[src/hw/rtl/sparse_set_swap_remove_pool_unit_defines.svh]
// ----------------------------------------------------------------------------
// Sparse set pool assertion macros
// Shared concurrent assertion forms used by the pool RTL.
// ----------------------------------------------------------------------------
`ifndef SPARSE_SET_SWAP_REMOVE_POOL_UNIT_DEFINES_SVH
`define SPARSE_SET_SWAP_REMOVE_POOL_UNIT_DEFINES_SVH

// Condition holds at every clock edge out of reset.
`define SSP_ASSERT_ALWAYS(lbl, clk, rst_n, cond, msg) \
  lbl: assert property (@(posedge clk) disable iff (!(rst_n)) (cond)) else $error(msg);

// Antecedent implies consequent in the same cycle.
`define SSP_ASSERT_IMPLY(lbl, clk, rst_n, ante, cons, msg) \
  lbl: assert property (@(posedge clk) disable iff (!(rst_n)) (ante) |-> (cons)) \
    else $error(msg);

`endif

[src/hw/rtl/ssp_pkg.sv]
// ----------------------------------------------------------------------------
// Sparse set pool package
// Operation kinds, result status codes, sequencer states and control structs.
// ----------------------------------------------------------------------------
package ssp_pkg;

  typedef enum logic [1:0] {
    KIND_ADD      = 2'd0,
    KIND_GET      = 2'd1,
    KIND_REMOVE   = 2'd2,
    KIND_READ_ROW = 2'd3
  } ssp_kind_e;

  typedef enum logic [2:0] {
    STAT_OK      = 3'd0,
    STAT_PRESENT = 3'd1,
    STAT_ABSENT  = 3'd2,
    STAT_FULL    = 3'd3,
    STAT_BEYOND  = 3'd4
  } ssp_status_e;

  typedef enum logic [2:0] {
    S_INIT,
    S_IDLE,
    S_LOOKUP,
    S_FETCH,
    S_RM_LAST,
    S_RESP
  } ssp_state_e;

  typedef struct packed {
    logic en;
    logic we;
  } mem_cmd_t;

  typedef struct packed {
    logic        load;
    ssp_status_e status;
  } res_ctl_t;

endpackage

[src/hw/rtl/ssp_if.sv]
// ----------------------------------------------------------------------------
// Sparse set pool channel interfaces
// Request and response channels with valid/ready handshake.
// ----------------------------------------------------------------------------
interface ssp_in_if;
  logic        valid;
  logic        ready;
  logic [1:0]  kind;
  logic [9:0]  object_index;
  logic [9:0]  row_index;
  logic [31:0] value;
  logic        value_given;

  modport source (output valid, kind, object_index, row_index, value, value_given,
                  input ready);
  modport sink (input valid, kind, object_index, row_index, value, value_given,
                output ready);
endinterface


[src/hw/rtl/ssp_ctrl.sv]
// ----------------------------------------------------------------------------
// Sparse set pool sequencer
// Walks each request through row map and dense store accesses, keeps the
// packed count and runs the row map clear after reset.
// ----------------------------------------------------------------------------
module ssp_ctrl #(
  parameter int MAX_OBJECTS = 1024,
  parameter int VALUE_BITS  = 32,
  localparam int IdxW = $clog2(MAX_OBJECTS),
  localparam int CntW = $clog2(MAX_OBJECTS + 1),
  localparam int EntW = VALUE_BITS + IdxW
) (
  input  logic                clk_i,
  input  logic                rst_ni,
  ssp_in_if.sink              in_i,
  input  logic                out_free_i,
  output ssp_pkg::res_ctl_t   res_ctl_o,
  output logic [VALUE_BITS-1:0] res_value_o,
  output logic [IdxW-1:0]     res_row_o,
  output logic [IdxW-1:0]     res_owner_o,
  output logic [CntW-1:0]     count_o,
  output ssp_pkg::mem_cmd_t   dense_cmd_o,
  output logic [IdxW-1:0]     dense_addr_o,
  output logic [EntW-1:0]     dense_wdata_o,
  input  logic [EntW-1:0]     dense_rdata_i,
  output ssp_pkg::mem_cmd_t   map_cmd_o,
  output logic [IdxW-1:0]     map_addr_o,
  output logic [CntW-1:0]     map_wdata_o,
  input  logic [CntW-1:0]     map_rdata_i
);

  localparam logic [CntW-1:0] RowNone = CntW'(MAX_OBJECTS);
  localparam logic [IdxW-1:0] LastIdx = IdxW'(MAX_OBJECTS - 1);

  ssp_pkg::ssp_state_e  state_q, state_d;
  logic [CntW-1:0]      count_q, count_d;
  logic [IdxW-1:0]      init_q, init_d;

  ssp_pkg::ssp_kind_e   kind_q, kind_d;
  logic [IdxW-1:0]      obj_q, obj_d;
  logic [VALUE_BITS-1:0] newval_q, newval_d;
  logic [IdxW-1:0]      row_q, row_d;
  ssp_pkg::ssp_status_e res_status_q, res_status_d;
  logic [VALUE_BITS-1:0] res_value_q, res_value_d;
  logic [IdxW-1:0]      res_row_q, res_row_d;
  logic [IdxW-1:0]      res_owner_q, res_owner_d;

  logic                 take;
  ssp_pkg::ssp_kind_e   in_kind;
  logic [16:0]          obj_ext, rix_ext;
  logic [63:0]          val_ext;
  logic [IdxW-1:0]      obj_idx, rix_idx, last_idx;
  logic                 obj_ok, rix_ok, present, full, row_is_last;
  logic [VALUE_BITS-1:0] ent_value;
  logic [IdxW-1:0]      ent_owner;

  assign in_i.ready = (state_q == ssp_pkg::S_IDLE) ||
                      ((state_q == ssp_pkg::S_RESP) && out_free_i);
  assign take       = in_i.valid && in_i.ready;
  assign in_kind    = ssp_pkg::ssp_kind_e'(in_i.kind);

  assign obj_ext  = 17'(in_i.object_index);
  assign rix_ext  = 17'(in_i.row_index);
  assign val_ext  = 64'(in_i.value);
  assign obj_idx  = obj_ext[IdxW-1:0];
  assign rix_idx  = rix_ext[IdxW-1:0];
  assign obj_ok   = obj_ext < 17'(MAX_OBJECTS);
  assign rix_ok   = rix_ext < 17'(count_q);

  assign present     = map_rdata_i < count_q;
  assign full        = count_q == RowNone;
  assign last_idx    = IdxW'(count_q - 1'b1);
  assign row_is_last = row_q == last_idx;
  assign ent_value   = dense_rdata_i[VALUE_BITS-1:0];
  assign ent_owner   = dense_rdata_i[EntW-1:VALUE_BITS];

  // Next state
  always_comb begin
    state_d = state_q;
    unique case (state_q) inside
      ssp_pkg::S_INIT: begin
        if (init_q == LastIdx) state_d = ssp_pkg::S_IDLE;
      end
      ssp_pkg::S_IDLE, ssp_pkg::S_RESP: begin
        if (take) begin
          if (in_kind == ssp_pkg::KIND_READ_ROW) begin
            state_d = rix_ok ? ssp_pkg::S_FETCH : ssp_pkg::S_RESP;
          end else begin
            state_d = obj_ok ? ssp_pkg::S_LOOKUP : ssp_pkg::S_RESP;
          end
        end else if (state_q == ssp_pkg::S_RESP && out_free_i) begin
          state_d = ssp_pkg::S_IDLE;
        end
      end
      ssp_pkg::S_LOOKUP: begin
        state_d = (present && kind_q != ssp_pkg::KIND_ADD) ||
                  (present && kind_q == ssp_pkg::KIND_ADD) ?
                  ssp_pkg::S_FETCH : ssp_pkg::S_RESP;
      end
      ssp_pkg::S_FETCH: begin
        state_d = (kind_q == ssp_pkg::KIND_REMOVE) ? ssp_pkg::S_RM_LAST : ssp_pkg::S_RESP;
      end
      ssp_pkg::S_RM_LAST: state_d = ssp_pkg::S_RESP;
      default:            state_d = ssp_pkg::S_IDLE;
    endcase
  end

  // Memory commands and datapath
  always_comb begin
    count_d       = count_q;
    init_d        = init_q;
    kind_d        = kind_q;
    obj_d         = obj_q;
    newval_d      = newval_q;
    row_d         = row_q;
    res_status_d  = res_status_q;
    res_value_d   = res_value_q;
    res_row_d     = res_row_q;
    res_owner_d   = res_owner_q;
    dense_cmd_o   = '0;
    dense_addr_o  = '0;
    dense_wdata_o = '0;
    map_cmd_o     = '0;
    map_addr_o    = '0;
    map_wdata_o   = '0;
    res_ctl_o.load   = 1'b0;
    res_ctl_o.status = res_status_q;

    unique case (state_q) inside
      ssp_pkg::S_INIT: begin
        map_cmd_o   = '{en: 1'b1, we: 1'b1};
        map_addr_o  = init_q;
        map_wdata_o = RowNone;
        init_d      = init_q + 1'b1;
      end
      ssp_pkg::S_IDLE, ssp_pkg::S_RESP: begin
        res_ctl_o.load = (state_q == ssp_pkg::S_RESP) && out_free_i;
        if (take) begin
          kind_d   = in_kind;
          obj_d    = obj_idx;
          newval_d = in_i.value_given ? val_ext[VALUE_BITS-1:0] : '0;
          row_d    = rix_idx;
          if (in_kind == ssp_pkg::KIND_READ_ROW) begin
            if (rix_ok) begin
              dense_cmd_o  = '{en: 1'b1, we: 1'b0};
              dense_addr_o = rix_idx;
            end else begin
              res_status_d = ssp_pkg::STAT_BEYOND;
              res_value_d  = '0;
              res_row_d    = '0;
              res_owner_d  = '0;
            end
          end else if (obj_ok) begin
            map_cmd_o  = '{en: 1'b1, we: 1'b0};
            map_addr_o = obj_idx;
          end else begin
            res_status_d = ssp_pkg::STAT_ABSENT;
            res_value_d  = '0;
            res_row_d    = '0;
            res_owner_d  = '0;
          end
        end
      end
      ssp_pkg::S_LOOKUP: begin
        row_d = map_rdata_i[IdxW-1:0];
        if (present) begin
          dense_cmd_o  = '{en: 1'b1, we: 1'b0};
          dense_addr_o = map_rdata_i[IdxW-1:0];
        end else if (kind_q != ssp_pkg::KIND_ADD) begin
          res_status_d = ssp_pkg::STAT_ABSENT;
          res_value_d  = '0;
          res_row_d    = '0;
          res_owner_d  = '0;
        end else if (full) begin
          res_status_d = ssp_pkg::STAT_FULL;
          res_value_d  = '0;
          res_row_d    = '0;
          res_owner_d  = '0;
        end else begin
          // append at the end of the packed rows
          dense_cmd_o   = '{en: 1'b1, we: 1'b1};
          dense_addr_o  = count_q[IdxW-1:0];
          dense_wdata_o = {obj_q, newval_q};
          map_cmd_o     = '{en: 1'b1, we: 1'b1};
          map_addr_o    = obj_q;
          map_wdata_o   = count_q;
          count_d       = count_q + 1'b1;
          res_status_d  = ssp_pkg::STAT_OK;
          res_value_d   = newval_q;
          res_row_d     = count_q[IdxW-1:0];
          res_owner_d   = obj_q;
        end
      end
      ssp_pkg::S_FETCH: begin
        res_value_d = ent_value;
        res_row_d   = row_q;
        res_owner_d = obj_q;
        case (kind_q)
          ssp_pkg::KIND_READ_ROW: begin
            res_status_d = ssp_pkg::STAT_OK;
            res_owner_d  = ent_owner;
          end
          ssp_pkg::KIND_ADD: res_status_d = ssp_pkg::STAT_PRESENT;
          ssp_pkg::KIND_REMOVE: begin
            res_status_d = ssp_pkg::STAT_OK;
            map_cmd_o    = '{en: 1'b1, we: 1'b1};
            map_addr_o   = obj_q;
            map_wdata_o  = RowNone;
            dense_cmd_o  = '{en: 1'b1, we: 1'b0};
            dense_addr_o = last_idx;
          end
          default: res_status_d = ssp_pkg::STAT_OK;
        endcase
      end
      ssp_pkg::S_RM_LAST: begin
        // unless the hole is the last row, move the last row into it and repoint its owner; shrink the count
        if (!row_is_last) begin
          dense_cmd_o   = '{en: 1'b1, we: 1'b1};
          dense_addr_o  = row_q;
          dense_wdata_o = dense_rdata_i;
          map_cmd_o     = '{en: 1'b1, we: 1'b1};
          map_addr_o    = ent_owner;
          map_wdata_o   = CntW'(row_q);
        end
        count_d = count_q - 1'b1;
      end
      default: ;
    endcase
  end

  always_ff @(posedge clk_i or negedge rst_ni) begin
    if (!rst_ni) begin
      state_q <= ssp_pkg::S_INIT;
      count_q <= '0;
      init_q  <= '0;
    end else begin
      state_q <= state_d;
      count_q <= count_d;
      init_q  <= init_d;
    end
  end

  always_ff @(posedge clk_i) begin
    kind_q       <= kind_d;
    obj_q        <= obj_d;
    newval_q     <= newval_d;
    row_q        <= row_d;
    res_status_q <= res_status_d;
    res_value_q  <= res_value_d;
    res_row_q    <= res_row_d;
    res_owner_q  <= res_owner_d;
  end

  assign res_value_o = res_value_q;
  assign res_row_o   = res_row_q;
  assign res_owner_o = res_owner_q;
  assign count_o     = count_q;

endmodule

[src/flat_wrapper.sv]
// flat-port wrapper written by rule: the top's interface ports become plain ports
module ssp_ctrl_flat 
#(
  parameter int MAX_OBJECTS = 1024,
  parameter int VALUE_BITS  = 32,
  localparam int IdxW = $clog2(MAX_OBJECTS),
  localparam int CntW = $clog2(MAX_OBJECTS + 1),
  localparam int EntW = VALUE_BITS + IdxW
)
  (clk_i, rst_ni, out_free_i, res_ctl_o, res_value_o, res_row_o, res_owner_o, count_o, dense_cmd_o, dense_addr_o, dense_wdata_o, dense_rdata_i, map_cmd_o, map_addr_o, map_wdata_o, map_rdata_i, in_i_valid, in_i_kind, in_i_object_index, in_i_row_index, in_i_value, in_i_value_given, in_i_ready);
  ssp_in_if in_i_i ();
  input  logic clk_i;
  input  logic rst_ni;
  input  logic out_free_i;
  output ssp_pkg::res_ctl_t res_ctl_o;
  output logic [VALUE_BITS-1:0] res_value_o;
  output logic [IdxW-1:0] res_row_o;
  output logic [IdxW-1:0] res_owner_o;
  output logic [CntW-1:0] count_o;
  output ssp_pkg::mem_cmd_t dense_cmd_o;
  output logic [IdxW-1:0] dense_addr_o;
  output logic [EntW-1:0] dense_wdata_o;
  input  logic [EntW-1:0] dense_rdata_i;
  output ssp_pkg::mem_cmd_t map_cmd_o;
  output logic [IdxW-1:0] map_addr_o;
  output logic [CntW-1:0] map_wdata_o;
  input  logic [CntW-1:0] map_rdata_i;
  input wire logic [$bits(in_i_i.valid)-1:0] in_i_valid;
  input wire logic [$bits(in_i_i.kind)-1:0] in_i_kind;
  input wire logic [$bits(in_i_i.object_index)-1:0] in_i_object_index;
  input wire logic [$bits(in_i_i.row_index)-1:0] in_i_row_index;
  input wire logic [$bits(in_i_i.value)-1:0] in_i_value;
  input wire logic [$bits(in_i_i.value_given)-1:0] in_i_value_given;
  output wire logic [$bits(in_i_i.ready)-1:0] in_i_ready;
  assign in_i_i.valid = in_i_valid;
  assign in_i_i.kind = in_i_kind;
  assign in_i_i.object_index = in_i_object_index;
  assign in_i_i.row_index = in_i_row_index;
  assign in_i_i.value = in_i_value;
  assign in_i_i.value_given = in_i_value_given;
  assign in_i_ready = in_i_i.ready;
  ssp_ctrl #(.MAX_OBJECTS(MAX_OBJECTS), .VALUE_BITS(VALUE_BITS)) u_core (.clk_i(clk_i), .rst_ni(rst_ni), .in_i(in_i_i), .out_free_i(out_free_i), .res_ctl_o(res_ctl_o), .res_value_o(res_value_o), .res_row_o(res_row_o), .res_owner_o(res_owner_o), .count_o(count_o), .dense_cmd_o(dense_cmd_o), .dense_addr_o(dense_addr_o), .dense_wdata_o(dense_wdata_o), .dense_rdata_i(dense_rdata_i), .map_cmd_o(map_cmd_o), .map_addr_o(map_addr_o), .map_wdata_o(map_wdata_o), .map_rdata_i(map_rdata_i));
endmodule
[config.mk]
export PLATFORM = sky130hd
export DESIGN_NAME = ssp_ctrl_flat
export DESIGN_NICKNAME = d
export VERILOG_FILES = /design/src/hw/rtl/sparse_set_swap_remove_pool_unit_defines.svh /design/src/hw/rtl/ssp_pkg.sv /design/src/hw/rtl/ssp_if.sv /design/src/hw/rtl/ssp_ctrl.sv /design/src/flat_wrapper.sv
export SDC_FILE = /design/constraint.sdc
export NUM_CORES = 1
export LEC_CHECK = 0
export ABC_CLOCK_PERIOD_IN_PS = 4960
export BUFFER_PORTS_ARGS = -buffer_cell sky130_fd_sc_hd__buf_2
export CAP_MARGIN = 20
export CORE_MARGIN = 2
export CORE_UTILIZATION = 25
export DETAILED_ROUTE_END_ITERATION = 7
export GPL_ROUTABILITY_DRIVEN = 0
export GPL_TIMING_DRIVEN = 0
export SLEW_MARGIN = 5
export SYNTH_ARGS = -nofsm -noshare
export SYNTH_HDL_FRONTEND = slang
export SYNTH_SLANG_ARGS = --single-unit
[constraint.sdc]
create_clock -name clk_i -period 4.96 [get_ports clk_i]
set_input_delay 0.992 -clock clk_i [delete_from_list [all_inputs] [get_ports clk_i]]
set_output_delay 0.992 -clock clk_i [all_outputs]
set_load 0.02 [all_outputs]
## Yosys cells after proc, flatten, opt, wreduce, memory -nomap -nowiden

Cells that the tools add are included.

| word-level totals | value |
|---|---|
| input bits | 112 |
| bits in registers | 133 |
| memories | 0 |
| bits in latches | 0 |
| memory bits (writable) | 0 |
| ROM bits | 0 |

| operators by class | value |
|---|---|
| magnitude comparators | 3 |
| mux-type cells | 86 |
| shifts and indexed selects | 0 |
| bitwise gates (word level) | 0 |
| add/sub/neg operators | 3 |
| equal/unequal tests | 19 |
| reduce and logical (&&, ||, !) cells | 18 |
| div/mod/pow operators | 0 |
| $mul | 0 |

Operators with widths:

| operator | number |
|---|---|
| $mux W10 | 25 |
| $mux W32 | 7 |
| $mux W42 | 4 |
| $pmux W32 S3 | 1 |
| $pmux W42 S2 | 1 |
| $mux W11 | 7 |
| $pmux W10 S3 | 2 |
| $pmux W10 S5 | 1 |
| $pmux W11 S4 | 1 |
| $pmux W10 S4 | 1 |
| $mux W3 | 13 |
| $mux W2 | 14 |
| $pmux W11 S2 | 1 |
| $pmux W10 S2 | 1 |
| $pmux W3 S5 | 1 |
| $add A11 B1 Y11 const B | 1 |
| $eq A11 B11 Y1 const B | 1 |
| $lt A10 B11 Y1 | 1 |
| $lt A10 B11 Y1 const B | 1 |
| $lt A11 B11 Y1 | 1 |
| $sub A11 B1 Y11 const B | 1 |
| $add A10 B1 Y10 const B | 1 |
| $eq A10 B10 Y1 | 1 |
| $eq A10 B10 Y1 const B | 1 |
| other kinds (22) | 40 |

## Depth between registers and ports, before layout

| logic depth | value |
|---|---|
| depth after elaboration | 6 |
| gate-level depth with buffers | 12 |

## Worst setup path after synthesis

OpenSTA, ideal clock, no wires.

| timing | value |
|---|---|
| path type | input to register |
| start point | input map_rdata_i[10] |
| end point | register u_core.res_owner_q[0] (netlist: u_core.res_owner_o[0]) (enable) |
| stages | 8 |
| required time | 4.546 ns |
| path slack | 0.873 ns |
| data arrival time | 3.673 ns |
| cells stage by stage | ha_1 nand2_1 nor4_1 a221o_1 clkbuf_1 clkbuf_1 o21ai_0 nand2_1 |

| between the ends | value |
|---|---|
| longest elaborated chain between the ends | 3 |

RTL lines:

| what | RTL line | source |
|---|---|---|
| start, declared | flat_wrapper.sv:27 | `input logic [CntW-1:0] map_rdata_i;` |
| $lt A11 B11 Y1 | ssp_ctrl.sv:70 | `assign present = map_rdata_i < count_q;` |
| $ne A2 B2 Y1 (no source line) | - |  |
| $reduce_and A5 Y1 (no source line) | - |  |
| end signal, assigned | ssp_ctrl.sv:251 | `res_owner_q <= res_owner_d;` |
| end, declared | ssp_ctrl.sv:46 | `logic [IdxW-1:0] res_owner_q, res_owner_d;` |

No other way between the ends.
A chain may end at the register's enable or synchronous reset.

## Final worst setup path

| timing | value |
|---|---|
| start point | register u_core.count_q[9] (netlist: u_core.count_o[9]) |
| end point | output map_wdata_o[0] |

| between the ends | value |
|---|---|
| longest elaborated chain between the ends | 5 |
| elaborated cells between the ends (all ways) | 9 |

RTL lines:

| what | RTL line | source |
|---|---|---|
| start, declared | ssp_ctrl.sv:36 | `logic [CntW-1:0] count_q, count_d;` |
| start signal, assigned | ssp_ctrl.sv:238 | `count_q <= count_d;` |
| branches (longest 4 deep; another with $sub A11 B1 Y11) | - |  |
| $pmux W11 S4 * | ssp_ctrl.sv:129 | `unique case (state_q) inside` |
| end, declared | flat_wrapper.sv:26 | `output logic [CntW-1:0] map_wdata_o;` |

Every way passes the cells marked *.

==> results.cfg <==
[outcome]
outcome = finished clean

[floorplanning]
die_w_um = 177
die_area_um2 = 31400
initial_core_util_pct = 25.4
dieHeight_um = 177
boundaryPins = 257
rows = 63
core_um2 = 29600

[placed_design]
dpl.hpwl_mm = 21.4
place_ws_ps = -56.0
place_area_um2 = 9330
io_buffers = 256

[cells_and_area]
design_area_um2 = 9930
final_common_cell = buf_2
area.growth.synth_to_final_pct = 32.4
nets = 1078
final_layout_size_suffix_gt1_share_pct = 33.3
post-route-util_pct = 33.6
fillers = 3015
most-common-layout-cells = buf_2, edfxtp_1, a22o_1

[clock_network]
cts_setup_buffers = 0
cts.sinks = 133
clk_pin_slew_ps = 70
htreeDepth = 4
root_buffer = clkbuf_16
hold_buffers = 0
clk_path_buf_depth = 2
clock_latency_ps = 440
tritoncts = yes
cts_buffers = 17

[pwr]
p_int_w = 0.00318
comb_power_share_pct = 41.7
seqPwrFrac_pct = 33.4
cellLeakagePower_nw = 4.45
clkPwrFrac_pct = 24.9
p_per_area_nw_per_um2 = 547
p_switching_w = 0.00224
swShare_pct = 41.3
irDropWorstVdd_uv = 172

[drt]
via_count = 6807
detail_route.vias_per_cell = 5.04
highest_layer = met4
drc_errors = 0
wirelength_mm = 28.2
wl_met2_mm = 13.1
wire_per_inst_um = 20.9
wl_met1_mm = 12.2
met3WireLength_mm = 2.09
drt_iter0_markers = 573
antenna_left = 0
first_pass_iters = 6

[setup_path]
timing.rr.end = u_core.res_row_o[2]
crit_type = register to primary output
critPathArrivalTime_ps = 3840
path_max_fanout = 10
required_ps = 3970
cp-startpoint = u_core.count_o[9]
r2r_start = u_core.count_o[9]
crit_path_end_kind = primary output
reg2reg_depth = 9
r2r_setup_slack_ps = 1140
cp-start-kind = register

[min_path]
holdPathEnd = u_core.init_q[9]
worstHoldPathCells = 1
hp-start = u_core.init_q[9]
hp-class = register to register

[yosys]
ys_async_sr_fraction_pct = 18.0
ys_ff_latch = 133
synthCells = 671
syn_avg_cell_area_um2 = 11.2
yosysWarnings = 0
synth_cell_types = 58
synth-edff-count = 109
seq_area_frac_synth_pct = 51.7
synth_nets = 805
syn_area_um2 = 7500
synth-main-ff-cell = edfxtp_1

[timing]
rsz0062_at_grt = no
slew_headroom_pct = 52.3
clock-skew-final_ps = 12.5
slew_viol_final = 0
fmax_mhz = 207
final.setup.tns_ps = 0
post-route-min-period_ps = 4840
finalCritPeriodShare_pct = 97.5
hold_violations = 0
setup_slack_ps = 125
tightest_slew_ps = 716
whs_ps = 502
setup_viol = 0

[global_route]
grt_start_max_net_pins = 42
antenna_found_initial = 3
grt_use_total_pct = 17.6
grt_overflow_total = 0
grt_pass1_vias = 6605
grt_pass1_wl_mm = 40.8

[flow_run]
cap_violations = 0
==> logic make-up (layout without fill, tap and decap cells) <==
family,count (synthesis),after routing,synth area share [%]
simple gates,199,199,13.7
xor+xnor,33,33,3.85
buf+inv,80,366,4.81
compound gates,198,198,21.5
other cells,0,3,0
mux,6,6,0.818
fa+ha+maj,22,22,3.67
flops,133,133,51.7
==> layer usage <==
layer  vias up  GRT usage, %
met4         0          7.30
met5         -             0
li1       3135             -
met1      3297          23.9
met2       319          27.3
met3        56          3.46
==> flip-flops by register name, indices dropped and copies added, names as in the netlist <==
signal,cells
u_core.count_o,11
u_core.obj_q,10
u_core.res_value_o,32
u_core.res_row_o,10
u_core.row_q,10
u_core.init_q,10
u_core.kind_q,2
u_core.newval_q,32
u_core.res_status_q,3
u_core.state_q,3
u_core.res_owner_o,10
==> worst max-delay path, cell delays in order, from the launching register on <==
cell      delay (ps)
dfrtp_1          620
inv_1            260
ha_1             340
nand2_1           80
nor4_1           290
a221o_1          430
and2_1           180
buf_2            190
buf_6            200
clkbuf_2         360
a22o_1           270
buf_2            190
==> synthesized netlist by cell type, types with 2 or more instances <==
| library cell | number | share of area, % |
|---|---|---|
| and3_1 | 6 | 0.50 |
| a311oi_1 | 2 | 0.23 |
| o311ai_1 | 2 | 0.23 |
| a22oi_1 | 2 | 0.20 |
| ha_1 | 22 | 3.7 |
| o211a_1 | 2 | 0.27 |
| nor3_1 | 9 | 0.60 |
| buf_6 | 6 | 0.90 |
| o21ai_0 | 12 | 0.80 |
| mux2i_1 | 5 | 0.67 |
| and2_1 | 36 | 3.0 |
| edfxtp_1 | 109 | 44 |
| xnor2_1 | 26 | 3.0 |
| o22ai_1 | 4 | 0.33 |
| buf_2 | 9 | 0.60 |
| a211o_1 | 9 | 1.1 |
| and4_1 | 2 | 0.23 |
| nor2_1 | 27 | 1.4 |
| a21oi_1 | 21 | 1.4 |
| nand3_1 | 9 | 0.60 |
| xor2_1 | 7 | 0.82 |
| inv_1 | 25 | 1.3 |
| buf_1 | 4 | 0.20 |
| nand2_1 | 74 | 3.7 |
| clkbuf_1 | 35 | 1.8 |
| o2bb2ai_1 | 5 | 0.58 |
| or3_1 | 3 | 0.25 |
| nor2b_1 | 7 | 0.58 |
| a221o_1 | 12 | 1.6 |
| nand4_1 | 4 | 0.33 |
| a211oi_1 | 2 | 0.20 |
| a32o_1 | 2 | 0.27 |
| nor4_1 | 6 | 0.50 |
| a222oi_1 | 10 | 1.3 |
| a41oi_1 | 2 | 0.23 |
| dfrtp_1 | 24 | 8.0 |
| or2_2 | 2 | 0.17 |
| a21o_1 | 3 | 0.30 |
| nand3b_1 | 3 | 0.30 |
| a31oi_1 | 3 | 0.25 |
| a22o_1 | 101 | 12 |
==> stage by stage <==
| stage | total power (W) | cells |
|---|---|---|
| after floorplan | 0.00324 | 671 |
| after global placement | 0.00406 | 1317 |
| after detailed placement | 0.00410 | 1320 |
| after CTS | 0.00545 | 1348 |
| after global routing | 0.00570 | 1348 |
| final | 0.00543 | 1350 |
==> timing repair <==
item	4_1_cts	5_1_grt
hold endpoints to repair	0	0
endpoints found under the setup margin	38	28
gates resized for setup	3	2
==> worst max path at each step <==
| stage | cells after the start | end |
|---|---|---|
| floorplan | 8 | u_core.res_owner_o[0] |
| global placement | 9 | u_core.res_row_o[2] |
| detailed placement | 12 | map_wdata_o[0] |
| CTS | 12 | map_wdata_o[0] |
| global route | 11 | map_wdata_o[0] |
| finish | 11 | map_wdata_o[0] |
==> power by group through the flow <==
stage          Sequential (W)  Combinational (W)  Clock [W]
2_1_floorplan         0.00193            0.00130          0
3_3_place_gp          0.00180            0.00225          0
3_5_place_dp          0.00179            0.00231          0
4_1_cts               0.00181            0.00227    0.00137
5_1_grt               0.00185            0.00244    0.00141
6_report              0.00181            0.00226    0.00135
==> layout make-up <==
class / instances / area [µm²] / area share [%]
Inverter: 25 / 93.8 / 0.945
Antenna cell: 3 / 7.51 / 0.0756
Timing Repair Buffer: 259 / 1330 / 13.4
Clock inverter: 10 / 144 / 1.45
Tap cell: 390 / 488 / 4.91
Multi-Input combinational cell: 458 / 3270 / 33.0
Sequential cell: 133 / 3870 / 39.0
Buffer: 50 / 253 / 2.55
Clock buffer: 22 / 464 / 4.67
No activity file was read; power rests on OpenSTA's default activity.
